<file path="src/design/sha1md_pkg.sv">
// ============================================================================
// sha1md_pkg
// shared constants, state encodings and control structs of the sha-1 core
// ============================================================================
package sha1md_pkg;

    localparam logic [31:0] H_INIT_0 = 32'h67452301;
    localparam logic [31:0] H_INIT_1 = 32'hEFCDAB89;
    localparam logic [31:0] H_INIT_2 = 32'h98BADCFE;
    localparam logic [31:0] H_INIT_3 = 32'h10325476;
    localparam logic [31:0] H_INIT_4 = 32'hC3D2E1F0;

    localparam logic [31:0] K_RND_0 = 32'h5A827999;
    localparam logic [31:0] K_RND_1 = 32'h6ED9EBA1;
    localparam logic [31:0] K_RND_2 = 32'h8F1BBCDC;
    localparam logic [31:0] K_RND_3 = 32'hCA62C1D6;

    localparam logic [7:0] PAD_MARK_BYTE = 8'h80;
    localparam logic [5:0] POS_LEN       = 6'd56;   // 448 bits into the block
    localparam logic [5:0] POS_LAST      = 6'd63;

    localparam logic [6:0] RND_FIRST     = 7'd0;
    localparam logic [6:0] RND_PHASE_1   = 7'd20;
    localparam logic [6:0] RND_PHASE_2   = 7'd40;
    localparam logic [6:0] RND_PHASE_3   = 7'd60;
    localparam logic [6:0] RND_LAST      = 7'd79;

    typedef enum logic [2:0] {
        S_IDLE,
        S_PAD,
        S_COMP,
        S_ADD,
        S_EMIT
    } t_state;

    typedef enum logic [1:0] {
        PAD_MARK,
        PAD_ZERO,
        PAD_LEN
    } t_pad;

    typedef enum logic [1:0] {
        SRC_IN,
        SRC_MARK,
        SRC_ZERO,
        SRC_LEN
    } t_src;

    typedef enum logic [1:0] {
        FN_CH,
        FN_PAR1,
        FN_MAJ,
        FN_PAR2
    } t_fn;

    typedef struct packed {
        logic push;
        t_src src;
        logic len_add;
        logic round;
        logic first;
        t_fn  fn;
        logic add;
        logic emit;
    } t_cmd;

    typedef struct packed {
        logic [5:0] pos;
        logic       out_free;
    } t_sts;

endpackage

</file>
<file path="src/design/sha1md_ctrl.sv">
// ============================================================================
// sha1md_ctrl
// sequencer: byte intake, padding, round count and digest hand-off
// ============================================================================
module sha1md_ctrl (
    input  logic              i_clk,
    input  logic              i_rst_n,
    input  logic              i_valid,
    input  logic              i_has_byte,
    input  logic              i_last_item,
    output logic              o_ready,
    input  sha1md_pkg::t_sts  i_sts,
    output sha1md_pkg::t_cmd  o_cmd
);
    import sha1md_pkg::*;

    t_state     r_state, n_state;
    t_pad       r_pad, n_pad;
    logic       r_fin, n_fin;
    logic [6:0] r_cnt, n_cnt;

    always_ff @(posedge i_clk) begin
        if (!i_rst_n) begin
            r_state <= S_IDLE;
            r_pad   <= PAD_MARK;
            r_fin   <= 1'b0;
            r_cnt   <= RND_FIRST;
        end else begin
            r_state <= n_state;
            r_pad   <= n_pad;
            r_fin   <= n_fin;
            r_cnt   <= n_cnt;
        end
    end

    // next state
    always_comb begin
        n_state = r_state;
        n_pad   = r_pad;
        n_fin   = r_fin;
        n_cnt   = r_cnt;
        unique case (r_state)
            S_IDLE: begin
                if (i_valid) begin
                    n_fin = i_last_item;
                    n_pad = PAD_MARK;
                    if (i_has_byte && i_sts.pos == POS_LAST) begin
                        n_state = S_COMP;
                    end else if (i_last_item) begin
                        n_state = S_PAD;
                    end
                end
            end
            S_PAD: begin
                unique case (r_pad)
                    PAD_MARK: begin
                        n_pad = PAD_ZERO;
                        if (i_sts.pos == POS_LAST) begin
                            n_state = S_COMP;
                        end
                    end
                    PAD_ZERO: begin
                        if (i_sts.pos == POS_LEN) begin
                            n_pad = PAD_LEN;
                        end else if (i_sts.pos == POS_LAST) begin
                            n_state = S_COMP;
                        end
                    end
                    PAD_LEN: begin
                        if (i_sts.pos == POS_LAST) begin
                            n_state = S_COMP;
                        end
                    end
                    default: n_pad = PAD_MARK;
                endcase
            end
            S_COMP: begin
                if (r_cnt == RND_LAST) begin
                    n_cnt   = RND_FIRST;
                    n_state = S_ADD;
                end else begin
                    n_cnt = r_cnt + 7'd1;
                end
            end
            S_ADD: begin
                if (r_fin && r_pad == PAD_LEN) begin
                    n_state = S_EMIT;
                end else if (r_fin) begin
                    n_state = S_PAD;
                end else begin
                    n_state = S_IDLE;
                end
            end
            S_EMIT: begin
                if (i_sts.out_free) begin
                    n_state = S_IDLE;
                    n_fin   = 1'b0;
                    n_pad   = PAD_MARK;
                end
            end
            default: n_state = S_IDLE;
        endcase
    end

    // outputs
    always_comb begin
        o_cmd   = '0;
        o_ready = 1'b0;
        unique case (r_state)
            S_IDLE: begin
                o_ready       = 1'b1;
                o_cmd.push    = i_valid && i_has_byte;
                o_cmd.len_add = i_valid && i_has_byte;
                o_cmd.src     = SRC_IN;
            end
            S_PAD: begin
                unique case (r_pad)
                    PAD_MARK: begin
                        o_cmd.push = 1'b1;
                        o_cmd.src  = SRC_MARK;
                    end
                    PAD_ZERO: begin
                        o_cmd.push = (i_sts.pos != POS_LEN);
                        o_cmd.src  = SRC_ZERO;
                    end
                    PAD_LEN: begin
                        o_cmd.push = 1'b1;
                        o_cmd.src  = SRC_LEN;
                    end
                    default: o_cmd.push = 1'b0;
                endcase
            end
            S_COMP: begin
                o_cmd.round = 1'b1;
                o_cmd.first = (r_cnt == RND_FIRST);
                if (r_cnt < RND_PHASE_1) begin
                    o_cmd.fn = FN_CH;
                end else if (r_cnt < RND_PHASE_2) begin
                    o_cmd.fn = FN_PAR1;
                end else if (r_cnt < RND_PHASE_3) begin
                    o_cmd.fn = FN_MAJ;
                end else begin
                    o_cmd.fn = FN_PAR2;
                end
            end
            S_ADD: begin
                o_cmd.add = 1'b1;
            end
            S_EMIT: begin
                o_cmd.emit = i_sts.out_free;
            end
            default: o_cmd = '0;
        endcase
    end

endmodule

</file>
<file path="src/design/sha1md_dp.sv">
// ============================================================================
// sha1md_dp
// block buffer and message schedule, round unit, chaining value, output reg
// ============================================================================
module sha1md_dp (
    input  logic              i_clk,
    input  logic              i_rst_n,
    input  logic [7:0]        i_data_byte,
    input  sha1md_pkg::t_cmd  i_cmd,
    output sha1md_pkg::t_sts  o_sts,
    input  logic              i_out_ready,
    output logic              o_out_valid,
    output logic [159:0]      o_out_data
);
    import sha1md_pkg::*;

    logic [511:0] r_blk;
    logic [5:0]   r_pos;
    logic [63:0]  r_len;
    logic [31:0]  r_chain [0:4];
    logic [31:0]  r_a, r_b, r_c, r_d, r_e;
    logic [159:0] r_out;
    logic         r_out_valid;

    logic [63:0]  len_sh;
    logic [7:0]   push_byte;
    logic [31:0]  w0, w2, w8, w13, w_new;
    logic [31:0]  a, b, c, d, e, f, k, t;
    logic         out_free;

    assign len_sh = r_len >> {3'(3'd7 - r_pos[2:0]), 3'b000};

    always_comb begin
        case (i_cmd.src)
            SRC_IN:   push_byte = i_data_byte;
            SRC_MARK: push_byte = PAD_MARK_BYTE;
            SRC_ZERO: push_byte = 8'h00;
            SRC_LEN:  push_byte = len_sh[7:0];
            default:  push_byte = 8'h00;
        endcase
    end

    // word j of the window sits at r_blk[511-32*j -: 32]
    assign w0    = r_blk[511:480];
    assign w2    = r_blk[447:416];
    assign w8    = r_blk[255:224];
    assign w13   = r_blk[95:64];
    assign w_new = {(w13[30:0] ^ w8[30:0] ^ w2[30:0] ^ w0[30:0]),
                    (w13[31] ^ w8[31] ^ w2[31] ^ w0[31])};

    always_comb begin
        if (i_cmd.first) begin
            a = r_chain[0];
            b = r_chain[1];
            c = r_chain[2];
            d = r_chain[3];
            e = r_chain[4];
        end else begin
            a = r_a;
            b = r_b;
            c = r_c;
            d = r_d;
            e = r_e;
        end
        case (i_cmd.fn)
            FN_CH: begin
                f = (b & c) | (~b & d);
                k = K_RND_0;
            end
            FN_PAR1: begin
                f = b ^ c ^ d;
                k = K_RND_1;
            end
            FN_MAJ: begin
                f = (b & c) | (b & d) | (c & d);
                k = K_RND_2;
            end
            default: begin
                f = b ^ c ^ d;
                k = K_RND_3;
            end
        endcase
        t = {a[26:0], a[31:27]} + f + e + k + w0;
    end

    assign out_free = !r_out_valid || i_out_ready;

    // block buffer, schedule window and working variables
    always_ff @(posedge i_clk) begin
        if (i_cmd.push) begin
            r_blk <= {r_blk[503:0], push_byte};
        end else if (i_cmd.round) begin
            r_blk <= {r_blk[479:0], w_new};
        end
        if (i_cmd.round) begin
            r_a <= t;
            r_b <= a;
            r_c <= {b[1:0], b[31:2]};
            r_d <= c;
            r_e <= d;
        end
        if (i_cmd.emit) begin
            r_out <= {r_chain[4], r_chain[3], r_chain[2], r_chain[1], r_chain[0]};
        end
    end

    // message state
    always_ff @(posedge i_clk) begin
        if (!i_rst_n) begin
            r_pos       <= 6'd0;
            r_len       <= 64'd0;
            r_chain[0]  <= H_INIT_0;
            r_chain[1]  <= H_INIT_1;
            r_chain[2]  <= H_INIT_2;
            r_chain[3]  <= H_INIT_3;
            r_chain[4]  <= H_INIT_4;
            r_out_valid <= 1'b0;
        end else begin
            if (i_cmd.push) begin
                r_pos <= r_pos + 6'd1;
            end
            if (i_cmd.emit) begin
                r_len <= 64'd0;
            end else if (i_cmd.len_add) begin
                r_len <= r_len + 64'd8;
            end
            if (i_cmd.emit) begin
                r_chain[0] <= H_INIT_0;
                r_chain[1] <= H_INIT_1;
                r_chain[2] <= H_INIT_2;
                r_chain[3] <= H_INIT_3;
                r_chain[4] <= H_INIT_4;
            end else if (i_cmd.add) begin
                r_chain[0] <= r_chain[0] + r_a;
                r_chain[1] <= r_chain[1] + r_b;
                r_chain[2] <= r_chain[2] + r_c;
                r_chain[3] <= r_chain[3] + r_d;
                r_chain[4] <= r_chain[4] + r_e;
            end
            if (i_cmd.emit) begin
                r_out_valid <= 1'b1;
            end else if (i_out_ready) begin
                r_out_valid <= 1'b0;
            end
        end
    end

    assign o_sts.pos      = r_pos;
    assign o_sts.out_free = out_free;
    assign o_out_valid    = r_out_valid;
    assign o_out_data     = r_out;

endmodule

</file>
<file path="src/design/sha1_message_digest_core.sv">
// ============================================================================
// sha1_message_digest_core
// sha-1 digest of a byte stream, at most one byte per item, digest on the last item
// ============================================================================
//  channel   dir  payload                                     end of run
//  s_*       in   tdata: data_byte; tuser: has_byte           tlast: last_item
//  m_*       out  tdata: digest_word_0 .. digest_word_4       -
//
//  byte items are taken one per cycle while s_tready is high; every 64th byte
//  starts a compression (80 rounds of the single round unit plus the chaining add)
//  the last item adds the padding bytes (mark, zeros, bit length) and up to two blocks
//  the digest waits in an output register while the next message streams in
//  s_tready stays low while padding or compressing, and while a digest is
//  ready to load but the output register is still full
//  reset is synchronous, active low, and starts a new message
// ============================================================================
module sha1_message_digest_core (
    input  logic         i_clk,
    input  logic         i_rst_n,
    input  logic         s_tvalid,
    output logic         s_tready,
    input  logic [7:0]   s_tdata,   // [7:0] data_byte
    input  logic         s_tuser,   // [0] has_byte
    input  logic         s_tlast,
    output logic         m_tvalid,
    input  logic         m_tready,
    output logic [159:0] m_tdata    // [31:0] digest_word_0 .. [159:128] digest_word_4
);
    import sha1md_pkg::*;

    t_cmd cmd;
    t_sts sts;

    sha1md_ctrl u_ctrl (
        .i_clk       (i_clk),
        .i_rst_n     (i_rst_n),
        .i_valid     (s_tvalid),
        .i_has_byte  (s_tuser),
        .i_last_item (s_tlast),
        .o_ready     (s_tready),
        .i_sts       (sts),
        .o_cmd       (cmd)
    );

    sha1md_dp u_dp (
        .i_clk       (i_clk),
        .i_rst_n     (i_rst_n),
        .i_data_byte (s_tdata),
        .i_cmd       (cmd),
        .o_sts       (sts),
        .i_out_ready (m_tready),
        .o_out_valid (m_tvalid),
        .o_out_data  (m_tdata)
    );

`ifndef SYNTHESIS
    a_emit_free: assert property (@(posedge i_clk) disable iff (!i_rst_n)
        cmd.emit |-> sts.out_free)
        else $error("digest loaded into a full output register");

    a_emit_aligned: assert property (@(posedge i_clk) disable iff (!i_rst_n)
        cmd.emit |-> (sts.pos == 6'd0))
        else $error("digest emitted with a partial block");

    a_push_round: assert property (@(posedge i_clk) disable iff (!i_rst_n)
        !(cmd.push && cmd.round))
        else $error("byte push during a compression round");

    a_last_busy: assert property (@(posedge i_clk) disable iff (!i_rst_n)
        (s_tvalid && s_tready && s_tlast) |=> !s_tready)
        else $error("input taken right after the last item");
`endif

endmodule
</file>
<file path="config.mk">
export PLATFORM = sky130hd
export DESIGN_NAME = sha1_message_digest_core
export DESIGN_NICKNAME = d
export VERILOG_FILES = /design/src/design/sha1md_pkg.sv /design/src/design/sha1md_ctrl.sv /design/src/design/sha1md_dp.sv /design/src/design/sha1_message_digest_core.sv
export SDC_FILE = /design/constraint.sdc
export NUM_CORES = 2
export LEC_CHECK = 0
export BUFFER_PORTS_ARGS = -buffer_cell sky130_fd_sc_hd__buf_2
export CORE_MARGIN = 2
export CORE_UTILIZATION = 45
export DETAILED_ROUTE_END_ITERATION = 6
export PLACE_DENSITY = 0.68
export SETUP_SLACK_MARGIN = 0.5
export SLEW_MARGIN = 20
export SYNTH_ARGS = -nofsm -noshare
export SYNTH_HDL_FRONTEND = slang
export SYNTH_SLANG_ARGS = --single-unit
</file>
<file path="constraint.sdc">
create_clock -name i_clk -period 19 [get_ports i_clk]
set_clock_uncertainty 0.05 [all_clocks]
set_input_delay 5.7 -clock i_clk [delete_from_list [all_inputs] [get_ports i_clk]]
set_output_delay 5.7 -clock i_clk [all_outputs]
set_load 0.1 [all_outputs]
</file>
==> reports/qor.log <==
[critical_path] FF-to-FF path depth 26
[logic_synthesis] mean instance size in the synthesized netlist 10.3 um^2
[timing] worst slew pin tran 1080 ps
[logic_synthesis] number of enable flip-flop cells after synthesis 992
[critical_path] Critical Path Fanout Max 203
[min_path] hold path start u_dp.r_chain[0][11]
[critical_path] endpoint class of the critical path flop
[floorplanning] IO Pins 176
[critical_path] Crit Path Category input pin to flop
[detailed_routing] 1st-iter DRT viols 4040
[critical_path] worst path arrival time 9440 ps
[timing] setup violators final 0
[clocking] Clock Sink Count 1073
[detailed_routing] Residual DRC 0
[clocking] CTS-repair resized insts 0
[critical_path] destination of the worst register-to-register timing path u_dp.r_a[31]
[floorplanning] effective utilization at floorplan 0.455
[finish] net count of the finished layout 6057
[detailed_routing] aggregate routed wire length 138000 um
[timing] Max Freq 0.112 GHz
[logic_synthesis] post-synthesis instance total 5593
[finish] antenna fix cells 0
[finish] FILL cells 11100
[logic_synthesis] leading cell types by total area after synthesis sky130_fd_sc_hd__edfxtp_1 (52%), sky130_fd_sc_hd__nand2_1 (13%), sky130_fd_sc_hd__ha_1 (4.9%), sky130_fd_sc_hd__fa_1 (3.7%), sky130_fd_sc_hd__xnor2_1 (3.5%)
[logic_synthesis] count of different cell masters after synthesis 89
[min_path] cell count of the worst hold path 0
[floorplanning] Row Count 130
[detailed_routing] drt wl/cell 18.5 um
[logic_synthesis] sequential element share of the synthesized area 0.548
[logic_synthesis] cell type contributing the most total cell area after synthesis sky130_fd_sc_hd__edfxtp_1
[logic_synthesis] most repeated cell in the gate-level netlist after synthesis sky130_fd_sc_hd__nand2_1
[clocking] clock tree from TritonCTS built
[floorplanning] die outline area 130000 um^2
[global_routing] total congestion overflow after global routing 0
[global_routing] wire length of the first global-routing pass 216000 um
[critical_path] Req. time, crit path 19520 ps
[clocking] level count of the clock H-tree 3
[clocking] CTS clock-pin slew for the worst setup and hold paths 60 ps
[outcome] outcome complete, no violations
[global_routing] pin count of the biggest net entering global routing 239
[detailed_routing] Detail Route Antenna Nets 0
[logic_synthesis] share of the synthesized area in the top cell type 0.520
[job] maximum capacitance violations 0
[finish] FF+latch area 31400 um^2
[detailed_routing] via density per instance 5.39
[global_routing] via count of the first global-routing pass 38600
[global_routing] number of antenna violations at the first check in global routing 2
[critical_path] startpoint types input pin
[logic_synthesis] Net Count, Synth 5939
[clocking] buffer cell driving the clock tree root sky130_fd_sc_hd__clkbuf_16
[placement] PortBufs 175
[logic_synthesis] register bit total from synthesis 1073
[logic_synthesis] cell area after technology mapping 57300 um^2
[logic_synthesis] FFs w/ async S/R, synth 0
[logic_synthesis] Main synth FF type sky130_fd_sc_hd__edfxtp_1
[timing] clock period minus worst slack 8920 ps
[placement] global placement routability congestion 0.942
[logic_synthesis] most instantiated cells after synthesis sky130_fd_sc_hd__nand2_1 (1927), sky130_fd_sc_hd__edfxtp_1 (992), sky130_fd_sc_hd__inv_1 (272)
[timing] Total Negative Setup Slacks 0 ps
[timing] number of slew-limit violations in the final report 0
[detailed_routing] number of vias in the routed layout 40200
[detailed_routing] 1st-pass router iterations 6
[placement] total half-perimeter wirelength after legalization and detailed placement 97700 um
[logic_synthesis] total number of yosys warnings 0
[timing] part of the cycle the worst path needs 0.469
[floorplanning] core outline area 126000 um^2
[clocking] Max clock buf depth 3
[min_path] end point of the most critical hold path u_dp.o_out_data[11]
[clocking] number of buffers added for setup after CTS 0
[floorplanning] width of the die 361 um
[critical_path] reg2reg start u_ctrl.r_state[1]
[finish] area occupied by multi-input gates 24100 um^2
[timing] Worst slew margin 0.277
[finish] share of layout cells above drive strength 1 0.0739
[critical_path] Register-to-Register Setup Slack 10240 ps
[clocking] hold buffer count at CTS 0
[global_routing] overall track demand over capacity in global routing 0.210
[clocking] clock buffer count from CTS 114
[min_path] class of the worst hold path flop to flop
[floorplanning] Die Ht 361 um
[finish] growth of design area from synthesis to finish 10.5%
[timing] Final Hold Fails 0
[timing] setup repair after global routing missed its margin false
[clocking] worst skew pair latency 750 ps
==> layout by cell type, fill, tap and decap left out, types with 81 or more instances in the layout <==
cell type / instances
sky130_fd_sc_hd__xnor2_1: 228
sky130_fd_sc_hd__a21o_1: 82
sky130_fd_sc_hd__inv_1: 272
sky130_fd_sc_hd__a21oi_1: 176
sky130_fd_sc_hd__dfxtp_1: 81
sky130_fd_sc_hd__nor2_1: 258
sky130_fd_sc_hd__buf_2: 175
sky130_fd_sc_hd__fa_1: 106
sky130_fd_sc_hd__mux2i_1: 86
sky130_fd_sc_hd__edfxtp_1: 992
sky130_fd_sc_hd__o21ai_0: 212
sky130_fd_sc_hd__clkbuf_16: 115
sky130_fd_sc_hd__nand2_1: 1924
sky130_fd_sc_hd__ha_1: 226
==> critical path, cell delays in order <==
cell	delay, ps
sky130_fd_sc_hd__buf_2	130
sky130_fd_sc_hd__and3_1	270
sky130_fd_sc_hd__nor2_4	350
sky130_fd_sc_hd__buf_12	530
sky130_fd_sc_hd__buf_4	880
sky130_fd_sc_hd__buf_4	900
sky130_fd_sc_hd__nand2_1	150
sky130_fd_sc_hd__nand2_1	90
==> cells by family after synthesis <==
kind of cell               after synthesis  synth area share
buffers and inverters                  480            0.0337
xor gates and xnor gates               302            0.0461
adders and majority gates              333            0.0865
muxes                                  104            0.0211
DFF                                   1073             0.548
and+or+nand+nor                       2571             0.185
AOI/OAI and AO/OA                      730            0.0799
==> cell type report <==
| type | instances | share of cell area |
|---|---|---|
| clock inverter | 69 | 0.00905 |
| timing repair buffer | 209 | 0.0185 |
| tap | 1650 | 0.0326 |
| sequential | 1073 | 0.496 |
| inverter | 273 | 0.0163 |
| multi-input combinational | 4040 | 0.380 |
| clock buffer | 144 | 0.0476 |
==> how the worst max path moves through the flow <==
stage,from,to,slack [ps],cells past startpoint
after floorplan,s_tvalid,u_dp.r_blk[0],5550,6
after global placement,s_tvalid,u_dp.r_blk[501],9460,7
after detailed placement,s_tvalid,u_dp.r_blk[501],9450,7
after CTS,u_ctrl.r_state[1],u_dp.r_a[31],10110,26
after global routing,u_ctrl.r_state[1],u_dp.r_a[31],9520,26
final,s_tvalid,u_dp.r_blk[108],10080,8
==> registers in the layout, indices dropped and copies added, names as in the netlist, 6 cells and up <==
name / count
u_dp.r_pos: 6
u_dp.r_c: 32
u_dp.r_chain: 160
u_ctrl.r_cnt: 7
u_dp.o_out_data: 160
u_dp.r_d: 32
u_dp.r_blk: 512
u_dp.r_len: 61
u_dp.r_e: 32
u_dp.r_b: 32
u_dp.r_a: 32
==> per-stage QoR <==
step / hold WS [ps] / cells / util / instance area [um^2] / setup WS [ps]
after floorplan: 404 / 5593 / - / 57300 / 5550
after global placement: 423 / 7245 / 0.474 / 59700 / 9460
after detailed placement: 419 / 7245 / 0.474 / 59700 / 9450
after CTS: 415 / 7458 / 0.502 / 63300 / 10110
after global routing: 453 / 7458 / 0.502 / 63300 / 9520
final: 416 / 7458 / 0.502 / 63300 / 10080
==> per-layer routing <==
metal  routed length (um)  track usage  vias up
met5                   17            0        -
met4                 5870       0.0892        2
met3                 7520       0.0271      243
met1                60900        0.290    19400
met2                63700        0.335     1160
li1                     -            -    19400
Power is not shown: default switching activity piles up to over one toggle a cycle in this logic, so the estimate is an artifact.
